### src/design/rrps_pkg.sv
// rrps_pkg: shared types and constants for the round-robin process scheduler.
// No dependencies.
`timescale 1ns / 1ps
package rrps_pkg;
	localparam int MaxProcsDef = 16;
	localparam logic [7:0] QuantumRst = 8'd2;

	localparam logic [2:0] KIND_REPORT  = 3'd0;
	localparam logic [2:0] KIND_LOAD_OK = 3'd1;
	localparam logic [2:0] KIND_DUP     = 3'd2;
	localparam logic [2:0] KIND_ZERO    = 3'd3;
	localparam logic [2:0] KIND_FULL    = 3'd4;
	localparam logic [2:0] KIND_DONE    = 3'd5;
	localparam logic [2:0] KIND_LATE    = 3'd6;

	localparam logic [1:0] ST_READY   = 2'd0;
	localparam logic [1:0] ST_RUNNING = 2'd1;
	localparam logic [1:0] ST_TERM    = 2'd2;

	typedef enum logic [3:0] {
		S_IDLE, S_DUP_RD, S_DUP_CHK, S_INS_RD, S_INS_TAB, S_INS_CHK, S_LOAD_WR,
		S_RUN_RD, S_RUN_WR, S_REP_RD, S_REP_TAB, S_REP_OUT, S_RESP
	} state_t;

	// process table entry
	typedef struct packed {
		logic [15:0] id;
		logic [15:0] work;
		logic [15:0] prog;
		logic [1:0]  status;
	} entry_t;
endpackage

### src/design/round_robin_process_scheduler.sv
// round_robin_process_scheduler: top level, sequencer around three memories
// (process table, ID-sorted order, ready queue). Uses rrps_pkg, rrps_ram.
//
//  channel | signals                                     | dir
//  in      | in_valid, in_stall, cmd, proc_id, proc_work | requests in
//  out     | out_valid, out_stall, kind .. last          | results out
//  cfg     | cfg_we, cfg_wdata (quantum)                 | write only
//
// Load: accept, duplicate scan over every loaded table entry, insertion shift
// in the ID order memory (each entry with a larger ID moves up one place), the
// write of the new entry, then the status result.
// Tick: accept, dispatch of the queue head (if any is queued), then one report
// per loaded process in ID order. An all-done tick gives only the DONE status.
// arst_n clears all control; memory contents are never used before being written.
// A stalled result holds its register; the sequencer waits while it is stalled.
`timescale 1ns / 1ps
module round_robin_process_scheduler #(
	parameter int MaxProcs = rrps_pkg::MaxProcsDef
) (
	input  logic        clk,
	input  logic        arst_n,
	input  logic        cfg_we,
	input  logic [7:0]  cfg_wdata,
	input  logic        in_valid,
	output logic        in_stall,
	input  logic        cmd,
	input  logic [15:0] proc_id,
	input  logic [15:0] proc_work,
	output logic        out_valid,
	input  logic        out_stall,
	output logic [2:0]  kind,
	output logic [31:0] tick_number,
	output logic [15:0] report_id,
	output logic [1:0]  report_state,
	output logic [15:0] report_progress,
	output logic        last
);
	localparam int AW = (MaxProcs > 1) ? $clog2(MaxProcs) : 1;
	localparam int CW = $clog2(MaxProcs + 1);
	localparam int EW = $bits(rrps_pkg::entry_t);
	localparam logic [CW-1:0] MaxCnt = CW'(MaxProcs);

	rrps_pkg::state_t state_q, state_d;

	logic [7:0]    quantum_q;
	logic [AW-1:0] head_q, head_d;
	logic [CW-1:0] fill_q, fill_d, loaded_q, loaded_d, done_q, done_d;
	logic [31:0]   tick_q, tick_d;
	logic          started_q, started_d;
	logic [CW-1:0] i_q, i_d;            // scan / shift / report index
	logic [15:0]   id_q, work_q;        // latched request
	logic [2:0]    kind_q, kind_d;      // status response kind
	logic [AW-1:0] run_q, run_d;        // dispatched slot
	logic          requeue_q, requeue_d;
	logic [AW-1:0] ord_q, ord_d;        // latched id order entry
	rrps_pkg::entry_t run_ent_q, run_ent_d; // dispatched entry as written back

	// table memory
	logic           t_we;
	logic [AW-1:0]  t_wa, t_ra;
	rrps_pkg::entry_t t_wd, t_rd;
	// id order memory
	logic           o_we;
	logic [AW-1:0]  o_wa, o_ra, o_rd, o_wd;
	// ready queue memory
	logic           f_we;
	logic [AW-1:0]  f_wa, f_ra, f_rd, f_wd;

	rrps_ram #(.Width(EW), .Depth(MaxProcs)) u_tab (
		.clk(clk), .we(t_we), .waddr(t_wa), .wdata(t_wd), .raddr(t_ra), .rdata(t_rd));
	rrps_ram #(.Width(AW), .Depth(MaxProcs)) u_ord (
		.clk(clk), .we(o_we), .waddr(o_wa), .wdata(o_wd), .raddr(o_ra), .rdata(o_rd));
	rrps_ram #(.Width(AW), .Depth(MaxProcs)) u_fifo (
		.clk(clk), .we(f_we), .waddr(f_wa), .wdata(f_wd), .raddr(f_ra), .rdata(f_rd));

	// output register
	logic        ov_q;
	logic [2:0]  ok_q;
	logic [31:0] otick_q;
	logic [15:0] oid_q, oprog_q;
	logic [1:0]  ost_q;
	logic        olast_q;
	logic        o_load;
	logic [2:0]  o_kind;
	logic [15:0] o_id, o_prog;
	logic [1:0]  o_st;
	logic        o_last;
	logic        o_free;

	assign o_free = !ov_q || !out_stall;
	assign in_stall = (state_q != rrps_pkg::S_IDLE);

	function automatic logic [AW-1:0] wrap(input logic [CW:0] v);
		logic [CW:0] r;
		r = (v >= (CW+1)'(MaxProcs)) ? v - (CW+1)'(MaxProcs) : v;
		return r[AW-1:0];
	endfunction

	logic [15:0] rem, runamt, newprog;
	always_comb begin
		rem = t_rd.work - t_rd.prog;
		runamt = ({8'd0, quantum_q} < rem) ? {8'd0, quantum_q} : rem;
		newprog = t_rd.prog + runamt;
	end

	always_comb begin
		state_d = state_q;
		head_d = head_q; fill_d = fill_q; loaded_d = loaded_q; done_d = done_q;
		tick_d = tick_q; started_d = started_q; i_d = i_q; kind_d = kind_q;
		run_d = run_q; requeue_d = requeue_q; ord_d = ord_q; run_ent_d = run_ent_q;
		t_we = 1'b0; t_wa = '0; t_wd = '0; t_ra = '0;
		o_we = 1'b0; o_wa = '0; o_wd = '0; o_ra = '0;
		f_we = 1'b0; f_wa = '0; f_wd = '0; f_ra = head_q;
		o_load = 1'b0; o_kind = rrps_pkg::KIND_REPORT;
		o_id = '0; o_prog = '0; o_st = '0; o_last = 1'b1;
		unique case (state_q)
			rrps_pkg::S_IDLE: begin
				// queue head is read here so it is ready for dispatch
				if (in_valid) begin
					i_d = '0;
					requeue_d = 1'b0;
					if (cmd) begin
						started_d = 1'b1;
						if (done_q >= loaded_q) begin
							kind_d = rrps_pkg::KIND_DONE;
							state_d = rrps_pkg::S_RESP;
						end else begin
							tick_d = tick_q + 32'd1;
							kind_d = rrps_pkg::KIND_REPORT;
							state_d = (fill_q != '0) ? rrps_pkg::S_RUN_RD
								: rrps_pkg::S_REP_RD;
						end
					end else if (started_q) begin
						kind_d = rrps_pkg::KIND_LATE;
						state_d = rrps_pkg::S_RESP;
					end else if (proc_work == '0) begin
						kind_d = rrps_pkg::KIND_ZERO;
						state_d = rrps_pkg::S_RESP;
					end else begin
						kind_d = rrps_pkg::KIND_LOAD_OK;
						state_d = rrps_pkg::S_DUP_RD;
					end
				end
			end
			rrps_pkg::S_DUP_RD: begin
				if (i_q >= loaded_q) begin
					if (loaded_q >= MaxCnt) begin
						kind_d = rrps_pkg::KIND_FULL;
						state_d = rrps_pkg::S_RESP;
					end else begin
						i_d = loaded_q;
						state_d = rrps_pkg::S_INS_RD;
					end
				end else begin
					t_ra = i_q[AW-1:0];
					state_d = rrps_pkg::S_DUP_CHK;
				end
			end
			rrps_pkg::S_DUP_CHK: begin
				if (t_rd.id == id_q) begin
					kind_d = rrps_pkg::KIND_DUP;
					state_d = rrps_pkg::S_RESP;
				end else begin
					i_d = i_q + CW'(1);
					state_d = rrps_pkg::S_DUP_RD;
				end
			end
			rrps_pkg::S_INS_RD: begin
				// fetch id_order[i-1], then its table ID
				if (i_q == '0) state_d = rrps_pkg::S_LOAD_WR;
				else begin
					o_ra = AW'(i_q - CW'(1));
					state_d = rrps_pkg::S_INS_TAB;
				end
			end
			rrps_pkg::S_INS_TAB: begin
				t_ra = o_rd;
				ord_d = o_rd;
				state_d = rrps_pkg::S_INS_CHK;
			end
			rrps_pkg::S_INS_CHK: begin
				// larger ID moves up one place
				if (t_rd.id > id_q) begin
					o_we = 1'b1; o_wa = i_q[AW-1:0]; o_wd = ord_q;
					i_d = i_q - CW'(1);
					state_d = rrps_pkg::S_INS_RD;
				end else state_d = rrps_pkg::S_LOAD_WR;
			end
			rrps_pkg::S_LOAD_WR: begin
				t_we = 1'b1; t_wa = loaded_q[AW-1:0];
				t_wd = '{id: id_q, work: work_q, prog: 16'd0, status: rrps_pkg::ST_READY};
				o_we = 1'b1; o_wa = i_q[AW-1:0]; o_wd = loaded_q[AW-1:0];
				f_we = 1'b1; f_wa = wrap({1'b0, CW'(head_q)} + {1'b0, fill_q});
				f_wd = loaded_q[AW-1:0];
				fill_d = fill_q + CW'(1);
				loaded_d = loaded_q + CW'(1);
				state_d = rrps_pkg::S_RESP;
			end
			rrps_pkg::S_RUN_RD: begin
				// f_rd now holds queue head; fetch table entry
				t_ra = f_rd;
				run_d = f_rd;
				head_d = wrap({1'b0, CW'(head_q)} + (CW+1)'(1));
				fill_d = fill_q - CW'(1);
				state_d = rrps_pkg::S_RUN_WR;
			end
			rrps_pkg::S_RUN_WR: begin
				t_we = 1'b1; t_wa = run_q;
				t_wd = t_rd;
				t_wd.prog = newprog;
				if (newprog >= t_rd.work) begin
					t_wd.status = rrps_pkg::ST_TERM;
					done_d = done_q + CW'(1);
				end else begin
					t_wd.status = rrps_pkg::ST_RUNNING;
					requeue_d = 1'b1;
				end
				run_ent_d = t_wd;
				state_d = rrps_pkg::S_REP_RD;
			end
			rrps_pkg::S_REP_RD: begin
				o_ra = i_q[AW-1:0];
				state_d = rrps_pkg::S_REP_TAB;
			end
			rrps_pkg::S_REP_TAB: begin
				t_ra = o_rd;
				ord_d = o_rd;
				state_d = rrps_pkg::S_REP_OUT;
			end
			rrps_pkg::S_REP_OUT: begin
				// address held so t_rd stays valid while the output waits
				t_ra = ord_q;
				if (o_free) begin
					o_load = 1'b1;
					o_kind = rrps_pkg::KIND_REPORT;
					o_id = t_rd.id; o_st = t_rd.status; o_prog = t_rd.prog;
					o_last = (i_q + CW'(1) == loaded_q);
					if (o_last) begin
						// running process goes back to the tail as Ready
						if (requeue_q) begin
							t_we = 1'b1; t_wa = run_q; t_wd = run_ent_q;
							t_wd.status = rrps_pkg::ST_READY;
							f_we = 1'b1; f_wa = wrap({1'b0, CW'(head_q)} + {1'b0, fill_q});
							f_wd = run_q;
							fill_d = fill_q + CW'(1);
							requeue_d = 1'b0;
						end
						state_d = rrps_pkg::S_IDLE;
					end else begin
						i_d = i_q + CW'(1);
						state_d = rrps_pkg::S_REP_RD;
					end
				end
			end
			rrps_pkg::S_RESP: begin
				if (o_free) begin
					o_load = 1'b1; o_kind = kind_q; o_last = 1'b1;
					state_d = rrps_pkg::S_IDLE;
				end
			end
			default: state_d = rrps_pkg::S_IDLE;
		endcase
	end

	always_ff @(posedge clk or negedge arst_n) begin
		if (!arst_n) begin
			state_q <= rrps_pkg::S_IDLE;
			quantum_q <= rrps_pkg::QuantumRst;
			head_q <= '0; fill_q <= '0; loaded_q <= '0; done_q <= '0;
			tick_q <= '0; started_q <= 1'b0; i_q <= '0; kind_q <= '0;
			run_q <= '0; requeue_q <= 1'b0; ov_q <= 1'b0;
			ord_q <= '0; run_ent_q <= '0;
		end else begin
			state_q <= state_d;
			if (cfg_we) quantum_q <= cfg_wdata;
			head_q <= head_d; fill_q <= fill_d; loaded_q <= loaded_d;
			done_q <= done_d; tick_q <= tick_d; started_q <= started_d;
			i_q <= i_d; kind_q <= kind_d; run_q <= run_d; requeue_q <= requeue_d;
			ord_q <= ord_d; run_ent_q <= run_ent_d;
			if (o_load) ov_q <= 1'b1;
			else if (!out_stall) ov_q <= 1'b0;
		end
	end

	always_ff @(posedge clk) begin
		if (state_q == rrps_pkg::S_IDLE && in_valid) begin
			id_q <= proc_id; work_q <= proc_work;
		end
		if (o_load) begin
			ok_q <= o_kind; otick_q <= tick_q; oid_q <= o_id; ost_q <= o_st;
			oprog_q <= o_prog; olast_q <= o_last;
		end
	end

	assign out_valid = ov_q;
	assign kind = ok_q;
	assign tick_number = otick_q;
	assign report_id = oid_q;
	assign report_state = ost_q;
	assign report_progress = oprog_q;
	assign last = olast_q;

	a_fill: assert property (@(posedge clk) disable iff (!arst_n)
		fill_q <= loaded_q) else $error("queue fill exceeds loaded count");
	a_done: assert property (@(posedge clk) disable iff (!arst_n)
		done_q <= loaded_q) else $error("done count exceeds loaded count");
	a_load: assert property (@(posedge clk) disable iff (!arst_n)
		started_q |=> loaded_q == $past(loaded_q)) else $error("load after start");
	a_hold: assert property (@(posedge clk) disable iff (!arst_n)
		out_valid && out_stall |=> out_valid && $stable(kind) && $stable(tick_number)
		&& $stable(report_id) && $stable(report_progress))
		else $error("stalled result changed");
endmodule

### src/design/rrps_ram.sv
// rrps_ram: generic single-port-write, single-read RAM with registered read.
// No dependencies.
`timescale 1ns / 1ps
module rrps_ram #(
	parameter int Width = 8,
	parameter int Depth = 16,
	parameter int AddrW = (Depth > 1) ? $clog2(Depth) : 1
) (
	input  logic             clk,
	input  logic             we,
	input  logic [AddrW-1:0] waddr,
	input  logic [Width-1:0] wdata,
	input  logic [AddrW-1:0] raddr,
	output logic [Width-1:0] rdata
);
	logic [Width-1:0] mem [Depth];

	always_ff @(posedge clk) begin
		if (we) mem[waddr] <= wdata;
		rdata <= mem[raddr];
	end
endmodule
### config.mk
export PLATFORM = sky130hd
export DESIGN_NAME = round_robin_process_scheduler
export DESIGN_NICKNAME = d
export VERILOG_FILES = /design/src/design/rrps_pkg.sv /design/src/design/round_robin_process_scheduler.sv /design/src/design/rrps_ram.sv
export SDC_FILE = /design/constraint.sdc
export NUM_CORES = 2
export LEC_CHECK = 0
export BUFFER_PORTS_ARGS = -buffer_cell sky130_fd_sc_hd__clkbuf_2
export CAP_MARGIN = 10
export CORE_ASPECT_RATIO = 0.6
export CORE_MARGIN = 8
export CORE_UTILIZATION = 29
export DETAILED_ROUTE_END_ITERATION = 8
export PLACE_DENSITY = 0.48
export SLEW_MARGIN = 20
export SYNTH_ARGS = -nofsm -noshare
export SYNTH_HDL_FRONTEND = slang
export SYNTH_SLANG_ARGS = --single-unit
### constraint.sdc
create_clock -name clk -period 11.4 [get_ports clk]
set_input_delay 0.57 -clock clk [delete_from_list [all_inputs] [get_ports clk]]
set_output_delay 0.57 -clock clk [all_outputs]
set_load 0.01 [all_outputs]
==> impl_metrics.tcl <==
set metrics [dict create \
    fin_crit_sh_pct 71.6 \
    cts_made_buffers 109 \
    cts.path.max_buffers 3 \
    ctsResizeCount 0 \
    cts.sinks 1218 \
    synthArstFlopShare_pct 10.7 \
    finalWirelength_um 138000 \
    synth_common_cells "edfxtp_1, nand2_1, mux4_2" \
    first_iter_violations 3176 \
    syn_area_um2 49500 \
    worstSkewPairLatency_ps 730 \
    clkTransAtPathRegs_ps 70 \
    postSynthCellCount 2948 \
    synth_top_family_by_area "multiplexers" \
    grt_usage_pct 14.6 \
    ys_ff_latch 1218 \
    yosysUniqueCellTypes 89 \
    worst_slew_pin_slew_ps 1030 \
    pwr-share-comb_pct 33.2 \
    drc 0 \
    yosysMostFrequentCell "edfxtp_1" \
    crit_required_ps 12000 \
    hold_violations 0 \
    switchingPower_mw 5.06 \
    synthSimpleGateAreaFrac_pct 6.09 \
    max_stage_delay_ps 730 \
    synth_ff_type "edfxtp_1" \
    clock_power_share_pct 25.7 \
    grt_pass1_vias 26728 \
    relSlewSlack_pct 31.2 \
    grt_max_degree 90 \
    core.rowCount 117 \
    die_x_um 549 \
    avgSynthCellArea_um2 16.8 \
    worst-path-max-fanout 21 \
    initial_core_util_pct 29.2 \
    io_buffers 117 \
    drv_cap 0 \
    root_buffer "clkbuf_16" \
    end_kind "flip-flop" \
    antenna_left 0 \
    dpl.hpwl_um 82500 \
    synth_xor_xnor_area_share_pct 1.43 \
    rsz0062_at_grt "false" \
    cts_tree "built" \
    p_per_area_nw_per_um2 255 \
    finalSetupViolations 0 \
    start_kind "flip-flop" \
    firstDrtPassIters 5 \
    antenna_found_initial 11 \
    max_freq_ghz 0.122 \
    synth_area_leaders "edfxtp_1, mux4_2, dfrtp_1, nand2_1, ha_1" \
    critPathKind "flip-flop to flip-flop" \
    p_seq_share_pct 41.0 \
    worst_hold_slack_ps 56.3 \
    htree_levels 3 \
    wl_per_cell_um 25.1 \
    finClkSkew_ps 42.3 \
    grt_pass1_wl_um 198000 \
    io_pins 118 \
    fin_crit_ps 8160 \
    wl_met2_um 56700 \
    die_h_um 336 \
    dpl.cell_count 5252 \
    grt_overflow 0 \
    p_sw_share_pct 34.9 \
    fillers 16248 \
    final_layout_size_suffix_gt1_share_pct 19.3 \
    wl_met1_um 69600 \
    muxShareOfSynthArea_pct 10.5 \
    critical-path-slowest-cell "a22o_1" \
    synth_seq_area_share_pct 71.4 \
    p_int_mw 9.44 \
    final_cells 5479 \
    gp_congestion 0.832 \
    synth_top_area_cell "edfxtp_1" \
    nNetsFinal 3263 \
    min_path_type "primary input to flip-flop" \
    area_delta_synth_final_pct 14.7 \
    tns_ps 0 \
    synth_edf_count 1030 \
    p_leak_nw 20.0 \
    vias 27336 \
    post_cts_buffers 0 \
    ys_warn_count 0 \
    yosysTopAreaCellShare_pct 62.5 \
    core_area_um2 170000 \
    die_area_um2 185000 \
    synth_compound_area_share_pct 6.04 \
    peakVddDrop_mv 0.148 \
    vias_per_cell 4.99 \
    top_layer "met4" \
    route.met3.wl_um 9360 \
    crit_arrival_ps 8770 \
    finalMaxSlewViolations 0 \
    status "finished clean" \
    synth_fa_ha_area_share_pct 2.53 \
]
[final timing paths]
| check | from | to | slack [ps] | cells past startpoint |
|---|---|---|---|---|
| max | u_tab.rdata[3]$_DFF_P_ | done_q[1]$_DFFE_PN0P_ | 3240 | 35 |
| max reg2reg | u_tab.rdata[3]$_DFF_P_ | done_q[1]$_DFFE_PN0P_ | 3240 | 35 |
| max in group asynchronous | arst_n | run_ent_q[46]$_DFFE_PN0P_ | 9510 | 3 |
| min | proc_id[13] | id_q[13]$_DFFE_PP_ | 60 | 1 |
| min reg2reg | tick_q[31]$_DFFE_PN0P_ | tick_number[31]$_DFFE_PP_ | 470 | 0 |
| min in group asynchronous | arst_n | tick_q[8]$_DFFE_PN0P_ | 500 | 2 |
[cell type report]
type / instances / area, um2 / area share (%)
inverters: 94 / 353 / 0.622
clock buffers: 145 / 2930 / 5.17
diodes: 4 / 10.0 / 0.0176
clock inverters: 60 / 618 / 1.09
well taps: 2261 / 2830 / 4.98
flip-flops and latches: 1218 / 35300 / 62.3
repair buffers: 190 / 1230 / 2.16
multi-input cells: 1507 / 13400 / 23.7
[stage by stage]
| stage | util, % | setup slack (ps) | cell area (um2) | power [mW] |
|---|---|---|---|---|
| after global placement | 31.2 | 3450 | 53000 | 10.8 |
| after global routing | 33.5 | 2670 | 56700 | 15.2 |
| final | 33.5 | 3240 | 56800 | 14.5 |
| after floorplan | - | 4700 | 49500 | 9.22 |
| after CTS | 33.5 | 3330 | 56700 | 14.6 |
| after detailed placement | 31.3 | 3340 | 53000 | 10.8 |
[logic make-up (layout without fill, tap and decap cells)]
family / after synthesis / in the layout
AOI/OAI and AO/OA: 426 / 426
adders and majority gates: 98 / 98
DFF: 1218 / 1218
and+or+nand+nor: 656 / 656
xor gates and xnor gates: 76 / 76
muxes: 244 / 244
buffers and inverters: 229 / 489
other: 1 / 11
[what timing repair did]
action	in CTS	in global routing
endpoints found under the setup margin	0	0
endpoints found under the hold margin	91	0
hold buffers	17	0
[layout by cell type (no fill, tap or decap), types with 11 or more instances in the layout]
cell | Yosys | final
nor2_1 | 108 | 89
a22oi_1 | 119 | 119
clkinv_2 | 0 | 22
nand3_1 | 41 | 40
clkinv_1 | 0 | 16
ha_1 | 93 | 93
xor2_1 | 18 | 18
and2_1 | 30 | 30
nor3_1 | 20 | 19
clkbuf_2 | 0 | 116
dfrtp_1 | 129 | 129
xnor2_1 | 55 | 55
a21oi_1 | 61 | 60
mux2_2 | 13 | 13
a211oi_1 | 23 | 22
dfxtp_1 | 58 | 58
mux4_2 | 220 | 220
dlygate4sd3_1 | 0 | 17
a21o_1 | 34 | 34
clkbuf_1 | 72 | 29
and3_1 | 36 | 35
nand2_1 | 327 | 324
o21ai_0 | 71 | 69
nor2_4 | 3 | 22
a31oi_1 | 12 | 12
clkbuf_16 | 0 | 109
nand4_1 | 19 | 19
nor4_1 | 12 | 11
o211ai_1 | 11 | 11
buf_4 | 20 | 53
a22o_1 | 13 | 13
edfxtp_1 | 1030 | 1030
inv_1 | 92 | 91
nand2b_1 | 15 | 15
[sequential cells by signal, summed over array words and instances, names as in the netlist, 3 cells and up]
signal and flops:
loaded_q 5, u_tab.mem 800, fill_q 5, u_fifo.mem 64, report_id 16, tick_q 32
done_q 5, kind 3, kind_q 3, u_ord.mem 64, run_q 4, run_ent_q 48
id_q 16, u_ord.rdata 4, u_fifo.rdata 4, i_q 5, f_ra 4, report_progress 16
work_q 16, u_tab.rdata 50, ord_q 4, tick_number 32, quantum_q 8, state_q 4
[power by group through the flow]
stage / clock network (mW) / logic (mW) / registers, mW
6_report: 3.73 / 4.82 / 5.95
5_1_grt: 3.99 / 5.25 / 6.00
4_1_cts: 3.83 / 4.82 / 5.95
3_5_place_dp: 0 / 4.80 / 6.04
3_3_place_gp: 0 / 4.79 / 6.04
2_1_floorplan: 0 / 3.33 / 5.89
[routing by layer]
metal / track usage [%] / up-vias
li1: - / 11890
met1: 23.5 / 14413
met2: 20.3 / 884
met3: 2.77 / 149
met4: 2.42 / 0
met5: 0.103 / -
[worst max-delay path, delay by kind of cell, from the launching register on]
kind            cells  cell delay [ps]
compound gates     15             3460
fa+ha+maj           5             1390
simple gates        8             1320
mux                 2              620
buf+inv             4              520
flops               1              430
xor+xnor            1              300
(Power assumes the default switching activity.)
